==> config.mk <==
export PLATFORM = sky130hd
export DESIGN_NAME = fct_sequencer
export DESIGN_NICKNAME = d
export VERILOG_FILES = /design/src/hdl/fct_pkg.sv /design/src/hdl/fct_sequencer.sv
export SDC_FILE = /design/constraint.sdc
export NUM_CORES = 1
export LEC_CHECK = 0
export BUFFER_PORTS_ARGS = -buffer_cell sky130_fd_sc_hd__buf_2
export CORE_ASPECT_RATIO = 0.9
export CORE_MARGIN = 1.5
export CORE_UTILIZATION = 26
export CTS_BUF_LIST = sky130_fd_sc_hd__clkbuf_8
export DETAILED_ROUTE_END_ITERATION = 10
export GPL_TIMING_DRIVEN = 0
export PLACE_DENSITY_LB_ADDON = 0.3
export SKIP_CTS_REPAIR_TIMING = 1
export SLEW_MARGIN = 20
export SYNTH_ARGS = -nofsm -noshare
export SYNTH_HDL_FRONTEND = slang
export SYNTH_SLANG_ARGS = --single-unit
==> constraint.sdc <==
create_clock -name clk -period 6.6 [get_ports clk]
set_input_delay 0.66 -clock clk [delete_from_list [all_inputs] [get_ports clk]]
set_output_delay 0.66 -clock clk [all_outputs]
set_load 0.05 [all_outputs]
==> src/hdl/fct_pkg.sv <==
// Package for the cluster table engine: word types, codes and constants.
`timescale 1ns / 1ps
package fct_pkg;

  // Default table depth and fixed field widths.
  localparam int unsigned FCT_TABLE_ENTRIES = 65536;
  localparam int ENTRY_W = 28;
  localparam int INDEX_W = 16;
  localparam int TOTAL_W = 16;

  // Entry values with a fixed meaning.
  localparam logic [ENTRY_W-1:0] END_OF_CHAIN  = 28'hFFFFFFF;
  localparam logic [ENTRY_W-1:0] MEDIA_MARK    = 28'hFFFFFF8;
  localparam logic [ENTRY_W-1:0] CHAIN_END_MIN = 28'hFFFFFF8;
  localparam logic [TOTAL_W-1:0] TOTAL_RESET   = 16'd65534;

  // Request opcodes.
  localparam logic [2:0] OP_READ  = 3'd0;
  localparam logic [2:0] OP_WRITE = 3'd1;
  localparam logic [2:0] OP_ALLOC = 3'd2;
  localparam logic [2:0] OP_FREE  = 3'd3;
  localparam logic [2:0] OP_COUNT = 3'd4;

  // Result status codes.
  localparam logic [1:0] ST_OK    = 2'd0;
  localparam logic [1:0] ST_FULL  = 2'd1;
  localparam logic [1:0] ST_RANGE = 2'd2;

  // Request word.
  typedef struct packed {
    logic [2:0]         opcode;
    logic [INDEX_W-1:0] entry_index;
    logic [ENTRY_W-1:0] entry_value;
  } fct_req_t;

  // Result word.
  typedef struct packed {
    logic [ENTRY_W-1:0] result_value;
    logic [1:0]         status;
  } fct_rsp_t;

  // Memory access strobes from the sequencer.
  typedef struct packed {
    logic rd_en;
    logic wr_en;
  } fct_mem_ctl_t;

  // Sequencer states.
  typedef enum logic [2:0] {
    S_CLEAR,
    S_IDLE,
    S_EXEC,
    S_RD_WAIT,
    S_SCAN,
    S_FREE_TEST,
    S_FREE_WAIT,
    S_DONE
  } fct_state_t;

endpackage

==> src/hdl/fct_sequencer.sv <==
// Request sequencer: clearing pass, read, write, allocate scan, free walk and count.
`timescale 1ns / 1ps
module fct_sequencer
  import fct_pkg::*;
#(
  parameter int unsigned TABLE_ENTRIES = FCT_TABLE_ENTRIES,
  localparam int AW = $clog2(TABLE_ENTRIES)
) (
  input  logic               clk,
  input  logic               rst,
  input  logic               req_valid,
  input  fct_req_t           req,
  output logic               busy,
  input  logic [TOTAL_W-1:0] total,
  output logic               res_valid,
  input  logic               res_take,
  output fct_rsp_t           res,
  output fct_mem_ctl_t       mem_ctl,
  output logic [AW-1:0]      mem_wr_addr,
  output logic [ENTRY_W-1:0] mem_wr_data,
  output logic [AW-1:0]      mem_rd_addr,
  input  logic [ENTRY_W-1:0] mem_rd_data
);

  fct_state_t         state, state_next;
  logic [AW-1:0]      clr_addr;
  logic [2:0]         op;
  logic [INDEX_W-1:0] idx;
  logic [ENTRY_W-1:0] val;
  logic [ENTRY_W-1:0] link;
  logic [16:0]        scan_addr;
  logic [16:0]        scan_end;
  logic               pend;
  logic [16:0]        pend_addr;
  logic [15:0]        free_cnt;
  logic [ENTRY_W-1:0] res_value;
  logic [1:0]         res_status;

  logic        idx_in_table;
  logic [16:0] total_p2;
  logic [16:0] end_calc;
  logic        issue;
  logic        hit_zero;
  logic        scan_stop;
  logic        link_end;
  logic        link_out;

  // Decisions shared by the state and output logic.
  always_comb begin
    idx_in_table = {16'd0, idx} < TABLE_ENTRIES;
    total_p2     = {1'b0, total} + 17'd2;
    end_calc     = ({15'd0, total_p2} > TABLE_ENTRIES) ? 17'(TABLE_ENTRIES) : total_p2;
    issue        = scan_addr < scan_end;
    hit_zero     = pend && (mem_rd_data == '0);
    scan_stop    = ((op == OP_ALLOC) && hit_zero) || (!pend && !issue);
    link_end     = (link < 28'd2) || (link >= CHAIN_END_MIN);
    link_out     = {4'd0, link} >= TABLE_ENTRIES;
  end

  // Next state.
  always_comb begin
    state_next = state;
    unique case (state)
      S_CLEAR: begin
        if (clr_addr == AW'(TABLE_ENTRIES - 1)) state_next = S_IDLE;
      end
      S_IDLE: begin
        if (req_valid) state_next = S_EXEC;
      end
      S_EXEC: begin
        unique case (op)
          OP_READ:  state_next = idx_in_table ? S_RD_WAIT : S_DONE;
          OP_ALLOC: state_next = S_SCAN;
          OP_COUNT: state_next = S_SCAN;
          OP_FREE:  state_next = S_FREE_TEST;
          default:  state_next = S_DONE;
        endcase
      end
      S_RD_WAIT:   state_next = S_DONE;
      S_SCAN: begin
        if (scan_stop) state_next = S_DONE;
      end
      S_FREE_TEST: state_next = (link_end || link_out) ? S_DONE : S_FREE_WAIT;
      S_FREE_WAIT: state_next = S_FREE_TEST;
      S_DONE: begin
        if (res_take) state_next = S_IDLE;
      end
      default:     state_next = S_CLEAR;
    endcase
  end

  // Memory strobes and handshake outputs.
  always_comb begin
    mem_ctl     = '0;
    mem_wr_addr = '0;
    mem_wr_data = '0;
    mem_rd_addr = '0;
    busy        = (state != S_IDLE);
    res_valid   = (state == S_DONE);
    res.result_value = res_value;
    res.status       = res_status;
    unique case (state)
      S_CLEAR: begin
        mem_ctl.wr_en = 1'b1;
        mem_wr_addr   = clr_addr;
        if (clr_addr == '0) begin
          mem_wr_data = MEDIA_MARK;
        end else if (clr_addr == AW'(1) || clr_addr == AW'(2)) begin
          mem_wr_data = END_OF_CHAIN;
        end
      end
      S_EXEC: begin
        mem_rd_addr = AW'(idx);
        mem_wr_addr = AW'(idx);
        mem_wr_data = val;
        mem_ctl.rd_en = (op == OP_READ) && idx_in_table;
        mem_ctl.wr_en = (op == OP_WRITE) && idx_in_table;
      end
      S_SCAN: begin
        mem_ctl.rd_en = issue;
        mem_rd_addr   = AW'(scan_addr);
        mem_ctl.wr_en = (op == OP_ALLOC) && hit_zero;
        mem_wr_addr   = AW'(pend_addr);
        mem_wr_data   = END_OF_CHAIN;
      end
      S_FREE_TEST: begin
        mem_ctl.rd_en = !(link_end || link_out);
        mem_rd_addr   = AW'(link);
      end
      S_FREE_WAIT: begin
        mem_ctl.wr_en = 1'b1;
        mem_wr_addr   = AW'(link);
      end
      default: begin
      end
    endcase
  end

  // State, work registers and result.
  always_ff @(posedge clk) begin
    if (rst) begin
      state    <= S_CLEAR;
      clr_addr <= '0;
      pend     <= 1'b0;
    end else begin
      state <= state_next;
      unique case (state)
        S_CLEAR: clr_addr <= clr_addr + AW'(1);
        S_IDLE: begin
          if (req_valid) begin
            op  <= req.opcode;
            idx <= req.entry_index;
            val <= req.entry_value;
          end
        end
        S_EXEC: begin
          res_value  <= '0;
          link       <= {12'd0, idx};
          scan_addr  <= 17'd2;
          scan_end   <= end_calc;
          pend       <= 1'b0;
          free_cnt   <= '0;
          if ((op == OP_READ || op == OP_WRITE) && !idx_in_table) begin
            res_status <= ST_RANGE;
          end else if (op == OP_ALLOC) begin
            res_status <= ST_FULL;
          end else begin
            res_status <= ST_OK;
          end
        end
        S_RD_WAIT: res_value <= mem_rd_data;
        S_SCAN: begin
          pend      <= issue;
          pend_addr <= scan_addr;
          if (issue) scan_addr <= scan_addr + 17'd1;
          if (hit_zero) begin
            free_cnt <= free_cnt + 16'd1;
            if (op == OP_ALLOC) begin
              res_value  <= {11'd0, pend_addr};
              res_status <= ST_OK;
            end
          end
          if (scan_stop && op == OP_COUNT) res_value <= {12'd0, free_cnt};
        end
        S_FREE_TEST: begin
          if (!link_end && link_out) res_status <= ST_RANGE;
        end
        S_FREE_WAIT: link <= mem_rd_data;
        default: begin
        end
      endcase
    end
  end

endmodule

==> results.ini, run 1 <==
[outcome]
status = finished, final reports clean

[timing]
fin_crit_sh_pct = 57.1
rsz0062_at_grt = no
relSlewSlack_pct = 40.4
skew_ns = 0.0181
hold_viol = 0
slew_violations = 0
setup_tns_ns = 0
fin_crit_ns = 3.77
fmax_mhz = 266
worstMarginPinSlew_ns = 0.893
finalSetupViolations = 0

[drt]
avgRoutedWirePerCell_um = 20.2
drt-initial-drc-count = 751
post_drt_via_cell_ratio = 4.98
drc = 0
vias = 7643
drtAntennaViolNets = 0
totalWireLength_um = 31100
dr.pass1.iters = 5

[run]
maxCapViolations = 0

[final_layout]
utilization_pct = 32.3
area_growth_pct = 21.8
diodes = 0
drive_above_1_share_pct = 28.9
num-fill-cells = 3761
finalNetCount = 1165
final_area_mm2 = 0.0117

[critical_path]
worstPathRequired_ns = 5.94
crit_arrival_ns = 3.11
cp.depth = 7
path_cells = clkbuf_8, nand2b_1, nor2_2, clkbuf_1, nand2_1, o21ai_0, buf_2
r2r_cells = 9
cpMaxStageDelayCell = clkbuf_1
critical_path.top_delay_family = buffers and inverters
crit_buf_inv = 3
path_class = reg -> out
start_kind = register
crit_fanout = 10
cp-end-kind = output port
crit_path_max_incr_delay_ns = 0.58

[logic_synthesis]
synth_area_mm2 = 0.00960
syn_nets = 950
synth_seq_cells = 192
synth_ff_type = edfxtp_1
syn_avg_cell_area_um2 = 11.5
seq_area_frac_synth_pct = 57.9
ys.warnings.count = 0
ys_types = 61
synth-edff-count = 172
netlist_instances = 832
synthArstFlopShare_pct = 0

[floorplan]
die_width_um = 206
coreArea_mm2 = 0.0363
dieArea_mm2 = 0.0381
fp-row-count = 66
pin_count = 189
start_util_pct = 26.5
chipHeight_um = 185

[cts]
cts_tree = yes
clkSlewWorstSetupHoldPaths_ns = 0.12
cts_buffers = 17
clock-sinks = 192
cts_buffer_depth = 2
clockRootBuffer = clkbuf_8
clock_latency_ns = 0.49
h-tree-depth = 4

[grt]
grt_pass1_vias = 7431
grt.total_usage_pct = 16.5
overflow = 0
grt_pass1_wl_um = 45800
antenna_found_initial = 2
grt_max_degree = 22

[power]
leakage_nw = 4.34
p_per_area_mw_per_mm2 = 206
vdd_drop_max_uv = 172

[placed_design]
dp_hpwl_um = 24700
gp_congestion = 0.891
placed_area_mm2 = 0.0113
portBuffers = 186

[worst_hold_path]
hold_depth = 1
hp-class = in -> reg

==> state kept, by name, indices dropped and copies added, names as in the netlist, 16 cells and up <==
name	cells
pend_addr	17
res_value	28
free_cnt	16
link	28
idx	16
clr_addr	16
scan_end	17
scan_addr	17
val	28
==> routing by layer <==
layer	track usage, %	routed length [µm]
met5	0	21
met3	4.17	2800
met4	5.17	731
met2	24.4	13200
met1	23.5	14300
==> synth_stat cells (18+ instances only) <==
library cell  instances  area [µm²]
mux2i_1              18         180
nand4_1              41         257
o21ai_0              35         175
and3_1               21         131
inv_1                29         109
edfxtp_1            172        5160
nor2_1               63         236
clkbuf_1             26        97.6
a21oi_1              26         130
nand3_1              31         155
nand2_1              92         345
a21o_2               24         210
ha_1                 23         288
xor2_1               29         254
dfxtp_1              20         400
==> through the flow <==
step / worst slack, ns / hold slack (ns) / total power, mW / cells
final: 2.83 / 0.330 / 2.41 / 1536
after global routing: 2.68 / 0.292 / 2.50 / 1536
after CTS: 2.81 / 0.296 / 2.43 / 1536
after detailed placement: 2.99 / 0.506 / 1.63 / 1504
after global placement: -0.285 / 0.502 / 1.63 / 1494
after floorplan: 1.43 / 0.467 / 1.53 / 832
==> kinds of logic after synthesis <==
| logic type | after synthesis | share of synthesized area, % |
|---|---|---|
| AOI/OAI and AO/OA | 125 | 8.82 |
| xor gates and xnor gates | 46 | 4.19 |
| adders and majority gates | 23 | 3.00 |
| buffers and inverters | 68 | 3.10 |
| DFF | 192 | 57.9 |
| muxes | 38 | 4.69 |
| and+or+nand+nor | 340 | 18.3 |
==> worst paths after layout <==
path / start / end / slack, ns
max: state[0] / mem_rd_addr[11] / 2.83
min: req[16] / val[16] / 0.33
max reg2reg: scan_addr[4] / res_value[15] / 3.55
min reg2reg: pend / pend / 0.54
==> power breakdown <==
group	total (mW)	leakage [nW]	internal (mW)	switching [mW]
combinational	0.283	2.40	0.0838	0.200
clock	0.815	0.209	0.294	0.521
sequential	1.31	1.73	1.31	0.00305
==> worst reg2reg max path: stages (launching register included) <==
cell	delay, ns
edfxtp_1	0.54
ha_1	0.36
a211oi_1	0.23
o211ai_1	0.12
a21oi_1	0.23
o21ai_2	0.22
and2_1	0.22
buf_2	0.18
o31a_2	0.48
buf_16	0.22
==> layout by cell type (no fill, tap or decap), types with 8 or more instances in the layout <==
| cell | n |
|---|---|
| buf_2 | 193 |
| edfxtp_1 | 172 |
| nand2_1 | 92 |
| nor2_1 | 60 |
| nand4_1 | 41 |
| o21ai_0 | 35 |
| nand3_1 | 31 |
| inv_1 | 29 |
| xor2_1 | 29 |
| clkbuf_1 | 26 |
| a21o_2 | 24 |
| a21oi_1 | 24 |
| ha_1 | 23 |
| and3_1 | 21 |
| dfxtp_1 | 20 |
| clkbuf_8 | 18 |
| mux2i_1 | 18 |
| o211ai_1 | 17 |
| xnor2_1 | 17 |
| and2_1 | 16 |
| mux2_2 | 16 |
| nor4_1 | 15 |
| or3_1 | 15 |
| nor3_1 | 8 |
| nor2b_1 | 8 |
==> area by class of cell <==
class | count | area (µm²) | area share, %
tap | 476 | 596 | 5.09
sequential | 192 | 5570 | 47.6
clock inverter | 15 | 180 | 1.54
buffer | 39 | 189 | 1.61
multi-input combinational | 572 | 3770 | 32.2
inverter | 29 | 109 | 0.930
timing repair buffer | 196 | 1060 | 9.07
clock buffer | 17 | 234 | 2.00
Note: power is estimated with default switching activity, not from simulation.
==> run 2: changes to the inputs <==
--- a/config.mk
+++ b/config.mk
@@ -5,6 +5,7 @@
 export SDC_FILE = /design/constraint.sdc
 export NUM_CORES = 1
 export LEC_CHECK = 0
+export ABC_AREA = 1
 export BUFFER_PORTS_ARGS = -buffer_cell sky130_fd_sc_hd__buf_2
 export CORE_ASPECT_RATIO = 0.9
 export CORE_MARGIN = 1.5
==> constraint.sdc (replaced) <==
create_clock -name clk -period 3.3 [get_ports clk]
set_input_delay 0.33 -clock clk [delete_from_list [all_inputs] [get_ports clk]]
set_output_delay 0.33 -clock clk [all_outputs]
set_load 0.05 [all_outputs]
==> run 2 against run 1 <==
Against the previous run: via count is 18% higher; sequential power is 100% higher; sequential share of layout area is 3.9 points lower; routed wire length is 9.8% higher; clock power is 90% higher; combinational power is 96% higher; global-route usage is 0.32 points higher; worst setup slack worse by 2.6 ns; flip-flop and latch count stayed put; count of clock-buffer cells in the layout stayed put; critical endpoint is now mem_rd_addr[7]; die area is 5.4% higher.
==> results.ini, run 2 <==
[timing]
finalSetupViolations = 0  ; unchanged
setup_tns_ns = 0  ; unchanged
fmax_mhz = 324
fin_crit_sh_pct = 93.6
worstMarginPinSlew_ns = 0.885  ; -0.00824 ns
slew_violations = 0  ; unchanged
fin_ws_ns = 0.211  ; -2.62 ns
rsz0062_at_grt = no
skew_ns = 0.0283  ; +0.0102 ns
hold_viol = 0  ; unchanged
relSlewSlack_pct = 41.0  ; +0.55 points
fin_crit_ns = 3.09

[logic_synthesis]
netlist_instances = 1136  ; +37%
yosysMostFrequentCell = nand2_1
seq_area_frac_synth_pct = 55.0  ; -3.0 points
synth-edff-count = 172  ; unchanged
synth_seq_cells = 192  ; unchanged
synth_top_area_share_pct = 51.0  ; -2.8 points
syn_nets = 1254  ; +32%
ys_types = 46  ; -25%
synthArstFlopShare_pct = 0  ; unchanged
synth.largest_area_cell = edfxtp_1
ys_top_cells_by_count = nand2_1 (288), edfxtp_1 (172), inv_1 (155), nor2_1 (99), a21oi_1 (79)
ys.warnings.count = 0  ; unchanged
syn_avg_cell_area_um2 = 8.91  ; -23%
synth_area_mm2 = 0.0101  ; +5.4%
synth_ff_type = edfxtp_1
synth_area_leaders = edfxtp_1 (51%), nand2_1 (11%), inv_1 (5.7%)

[critical_path]
path_class = reg -> out
path_cells = nor2_4, nand2_1, buf_2, buf_1, o211ai_1, buf_2
r2r-start = scan_addr[15]
crit_fanout = 10  ; unchanged
crit_arrival_ns = 2.76  ; -0.35 ns
start_kind = register
crit_path_max_incr_delay_ns = 0.59  ; about the same
critPathLaunch = state[0]
cp-end-kind = output port
crit_buf_inv = 3  ; unchanged
crit_top_cell = buf_2
reg2reg_slack_ns = 0.38  ; -3.17 ns
critical_path.top_delay_family = buffers and inverters
cpMaxStageDelayCell = buf_1
worstPathRequired_ns = 2.97  ; -2.97 ns

[power]
p_comb_share_pct = 11.7  ; about the same
p_int_mw = 3.39  ; +100%
swShare_pct = 28.2  ; -1.8 points
vdd_drop_max_uv = 240  ; +40%
p_per_area_mw_per_mm2 = 370  ; +80%
leakage_nw = 5.23  ; +21%
p_switching_mw = 1.33  ; +84%
p_total_mw = 4.73  ; +96%
seq_power_share_pct = 55.5  ; +1.0 points
p_clk_share_pct = 32.7  ; -1.1 points

[drt]
drtAntennaViolNets = 0  ; unchanged
totalWireLength_um = 34100  ; +9.8%
drt-initial-drc-count = 774  ; +3.1%
dr.pass1.iters = 7  ; +2
post_drt_via_cell_ratio = 4.67  ; -6.2%
vias = 9054  ; +18%
avgRoutedWirePerCell_um = 17.6  ; -13%
drc = 0  ; unchanged

[floorplan]
die_width_um = 211  ; +2.6%
coreArea_mm2 = 0.0384  ; +5.8%
fp-row-count = 68  ; +3.0%
chipHeight_um = 190  ; +2.6%
start_util_pct = 26.4  ; -0.10 points
dieArea_mm2 = 0.0401  ; +5.4%
pin_count = 189  ; unchanged

[placed_design]
portBuffers = 188  ; +1.1%
dp_hpwl_um = 26700  ; +8.1%
placed_area_mm2 = 0.0119  ; +5.4%
gp_congestion = 0.930  ; +4.3%
post-place-ws_ns = 0.282  ; -2.71 ns

[cts]
clockRootBuffer = clkbuf_8
cts_tree = yes
cts_buffer_depth = 2  ; unchanged
clock_latency_ns = 0.52  ; +0.03 ns
clkSlewWorstSetupHoldPaths_ns = 0.10  ; -0.02 ns
clock-sinks = 192  ; unchanged
cts_buffers = 17  ; unchanged
h-tree-depth = 4  ; unchanged

[final_layout]
final_area_mm2 = 0.0128  ; +9.0%
diodes = 0  ; unchanged
utilization_pct = 33.2  ; +0.97 points
final_common_cell = nand2_1
area_growth_pct = 26.0
finalNetCount = 1519  ; +30%
mostFrequentLayoutCells = nand2_1 (288), buf_2 (203), edfxtp_1 (172), inv_1 (157), nor2_1 (95)
reg.largest.list = link: 28 flops, res_value: 28 flops, val: 28 flops
drive_above_1_share_pct = 20.5  ; -8.4 points

[grt]
grt_pass1_wl_um = 49600  ; +8.3%
grt_max_degree = 26  ; +18%
overflow = 0  ; unchanged
grt_pass1_vias = 8211  ; +10%
antenna_found_initial = 1  ; -1
grt.total_usage_pct = 16.8  ; +0.32 points

[run]
maxCapViolations = 0  ; unchanged

[outcome]
status = finished, final reports clean

[worst_hold_path]
min_from = req[40]
hp-class = in -> reg

run 2: changes by cell type after synthesis, sizes merged, moves of 18 or more:
cell	delta
nand2	+201
mux2i	-18
a21oi	+53
inv	+128
o2111ai	+19
a21o	-26
nor2	+47
nor3	+29
nand3	+45
xor2	-21
nand4	-23
and3	-21
run 2: routing by layer:
layer / track usage [%] / part of all wire [%] / vias to the layer above
met3: 4.68 / 8.8 / 47
met5: 0 / 0 / -
met4: 6.70 / 2.9 / 0
met1: 23.1 / 45 / 4227
met2: 24.9 / 43 / 389
li1: - / - / 4391
run 2: path summary, 6_finish.rpt:
| path | end | depth (start not counted) |
|---|---|---|
| max | mem_rd_addr[7] | 6 |
| min | idx[12] | 1 |
| max reg2reg | res_value[11] | 13 |
| min reg2reg | pend | 2 |
run 2: cell families (layout without fill, tap and decap cells):
kind of cell	after synthesis	in the layout	synth area share, %
DFF	192	192	55.0
xor gates and xnor gates	10	10	0.865
buffers and inverters	196	474	7.57
AOI/OAI and AO/OA	161	161	9.45
and+or+nand+nor	554	554	24.3
adders and majority gates	23	23	2.84
run 2: power by group through the flow:
stage	clock network (mW)	registers, mW	logic (mW)
after global routing	1.66	2.63	0.592
after global placement	0	2.68	0.506
after floorplan	0	2.68	0.330
after CTS	1.60	2.62	0.508
after detailed placement	0	2.68	0.506
final	1.55	2.62	0.555
run 2: worst register-to-register path, stage by stage, from the launching register on:
cell and delay (ns):
edfxtp_1 0.52, ha_1 0.33, nand2_1 0.06, nor2_1 0.14
nand2_1 0.10, nor2_1 0.12, nor2_1 0.07, nand2_1 0.19
nand2_1 0.15, nand2_2 0.22, nand2_4 0.12, buf_6 0.17
a21oi_4 0.23, buf_16 0.20
run 2: area by class of cell:
cell class | count | area [µm²]
clock buffer | 17 | 234
clock inverter | 15 | 139
multi-input combinational | 748 | 3840
timing repair buffer | 246 | 1560
inverter | 160 | 602
tap | 525 | 657
buffer | 36 | 165
fill | 4046 | 25600
sequential | 192 | 5570
run 2: metrics by stage:
step | hold slack, ns | cells
after floorplan | 0.429 | 1136
after detailed placement | 0.458 | 1858
final | 0.0488 | 1939
after global placement | 0.455 | 1849
after global routing | 0.00669 | 1939
after CTS | -0.0532 | 1890
==> run 3: changes to the inputs <==
==> constraint.sdc (replaced) <==
create_clock -name clk -period 2.5 [get_ports clk]
set_input_delay 0.25 -clock clk [delete_from_list [all_inputs] [get_ports clk]]
set_output_delay 0.25 -clock clk [all_outputs]
set_load 0.05 [all_outputs]
==> run 3 against run 2 <==
Against the previous run: the run now ends with design-rule violations, negative setup slack left; flip-flop and latch count unchanged; combinational power increased by 82%; clock power increased by 44%; count of clock-buffer cells in the layout unchanged; worst hold slack improved by 0.0095 ns; die area unchanged; routed wire length increased by 4.3%; cell count increased by 2.3%; sequential power increased by 32%; design area increased by 12%; non-clock buffer count increased by 44.
==> results.ini, run 3 (synthesized netlist as in run 2, its figures left out) <==
[placed_design]
dp_hpwl_um = 26900  ; +0.60%
gp_congestion = 0.917  ; -1.3%
post-place-ws_ns = -0.897  ; -1.18 ns
placed_area_mm2 = 0.0119  ; -0.37%
dp.cells = 1853  ; -0.27%
portBuffers = 188  ; unchanged

[floorplan]
coreArea_mm2 = 0.0384  ; unchanged
dieArea_mm2 = 0.0401  ; unchanged
start_util_pct = 26.4  ; unchanged
pin_count = 189  ; unchanged
fp-row-count = 68  ; unchanged
die_width_um = 211  ; unchanged
chipHeight_um = 190  ; unchanged

[timing]
relSlewSlack_pct = 40.8  ; -0.14 points
fin_crit_sh_pct = 105
hold_viol = 0  ; unchanged
skew_ns = 0.0205  ; -0.00779 ns
fin_ws_ns = -0.129  ; -0.340 ns
holdWs_ns = 0.0582  ; +0.00947 ns
fin_crit_ns = 2.63
finalSetupViolations = 29  ; +29
worstMarginPinSlew_ns = 0.888  ; +0.00300 ns
rsz0062_at_grt = yes
fmax_mhz = 380
slew_violations = 0  ; unchanged

[grt]
grt.total_usage_pct = 16.8  ; -0.080 points
grt_pass1_wl_um = 49200  ; -0.67%
antenna_found_initial = 0  ; -1
overflow = 0  ; unchanged
grt_max_degree = 29  ; +12%
grt_pass1_vias = 8238  ; +0.33%

[final_layout]
reg.largest.list = link: 28 flops, res_value: 28 flops, val: 28 flops
diodes = 0  ; unchanged
num-fill-cells = 3876  ; -4.2%
final_cells = 1984  ; +2.3%
final_area_mm2 = 0.0142  ; +12%
final_common_cell = nand2_1
area_growth_pct = 40.6
mostFrequentLayoutCells = nand2_1 (253), edfxtp_1 (172), inv_1 (141), buf_2 (140), nor2_1 (85)
drive_above_1_share_pct = 31.4  ; +11 points
finalNetCount = 1564  ; +3.0%
utilization_pct = 37.1  ; +3.9 points

[critical_path]
crit_buf_inv = 1  ; -2
start_kind = register
crit_path_max_incr_delay_ns = 0.47  ; -0.12 ns
cpMaxStageDelayCell = edfxtp_1
crit_arrival_ns = 2.38  ; -0.38 ns
critical_path.top_delay_family = simple AND/OR/NAND/NOR gates
worstPathRequired_ns = 2.25  ; -0.72 ns
crit_fanout = 4  ; -6
path_class = reg -> out
path_cells = ha_1, nand2_1, nand2_1, nand2_1, nand2_1, nand2_1, nand2_2, nor2_4, nand3_4, o211ai_1, buf_4
cp-end-kind = output port
crit_top_cell = nand2_1

[drt]
dr_wl_met3_um = 3190  ; +5.8%
drc = 2  ; +2
wl_met1_um = 15800  ; +2.6%
avgRoutedWirePerCell_um = 17.9  ; +1.9%
post_drt_via_cell_ratio = 4.76  ; +1.9%
dr.pass1.iters = 9  ; +2
top_layer_used = met4
wl_met2_um = 16000  ; +8.4%
totalWireLength_um = 35600  ; +4.3%
vias = 9438  ; +4.2%
drtAntennaViolNets = 0  ; unchanged
drt-initial-drc-count = 889  ; +15%

[cts]
clock-sinks = 192  ; unchanged
cts_buffer_depth = 2  ; unchanged
h-tree-depth = 4  ; unchanged
cts_buffers = 17  ; unchanged
clkSlewWorstSetupHoldPaths_ns = 0.10  ; about the same
clockRootBuffer = clkbuf_8
cts_tree = yes
clock_latency_ns = 0.50  ; -0.02 ns

[power]
vdd_drop_max_uv = 350  ; +46%
leakage_nw = 5.72  ; +9.4%
p_clk_share_pct = 33.3  ; +0.6 points
seq_power_share_pct = 51.6  ; -3.9 points
p_per_area_mw_per_mm2 = 471  ; +27%
p_switching_mw = 1.83  ; +37%
swShare_pct = 27.2  ; -0.96 points
p_comb_share_pct = 15.1  ; +3.4 points
p_int_mw = 4.88  ; +44%

[outcome]
violations = design-rule violations, negative setup slack
status = finished, violations left

[run]
maxCapViolations = 0  ; unchanged

[worst_hold_path]
hp-class = in -> reg

==> run 3: cell count changes in the layout (fill, tap and decap cells not counted), moves of 12 or more <==
| cell | delta |
|---|---|
| buf_2 | -63 |
| dfxtp_1 | -12 |
| nand2_2 | +16 |
| nand3_2 | +14 |
| nand2_4 | +18 |
| buf_6 | +24 |
| buf_4 | +53 |
| nand2_1 | -35 |
| buf_8 | +19 |
| nand3_1 | -17 |
| inv_1 | -16 |
==> run 3: path summary, 6_finish.rpt <==
check	from	cells after the start	to	slack (ns)
hold reg to reg	pend	2	pend	0.47
hold / removal	mem_rd_data[15]	3	res_value[15]	0.06
setup reg to reg	scan_addr[4]	14	res_value[21]	-0.10
setup / recovery	scan_addr[10]	11	mem_ctl[1]	-0.13
==> run 3: layout make-up <==
cell class,count,area [µm²],area share (%)
buffer,34,290,2.04
clock buffer,17,234,1.64
clock inverter,15,183,1.28
inverter,160,617,4.33
multi-input combinational,749,4360,30.6
sequential,192,5600,39.3
tap,525,657,4.61
timing repair buffer,292,2300,16.1
==> run 3: routing by layer <==
metal	global-route usage (%)	up-vias
met3	3.89	30
met5	0	-
met2	25.3	459
met1	23.8	4470
li1	-	4479
met4	4.84	0
==> run 3: per-stage QoR <==
stage | TNS (ns) | total power, mW
global placement | -75.40 | 4.21
finish | -1.80 | 6.70
floorplan | -1.60 | 3.97
CTS | -61.67 | 6.42
global route | -5.56 | 6.92
detailed placement | -32.13 | 4.21
==> run 3: tightest hold or removal path, stage by stage <==
cell     delay (ns)
buf_2          0.11
nand2_1        0.05
nand2_1        0.05
==> run 3: power groups by stage <==
| stage | combinational (mW) | clock (mW) | sequential [mW] |
|---|---|---|---|
| global placement | 0.668 | 0 | 3.54 |
| global route | 1.06 | 2.40 | 3.46 |
| floorplan | 0.437 | 0 | 3.54 |
| CTS | 0.676 | 2.28 | 3.46 |
| finish | 1.01 | 2.23 | 3.46 |
| detailed placement | 0.672 | 0 | 3.54 |
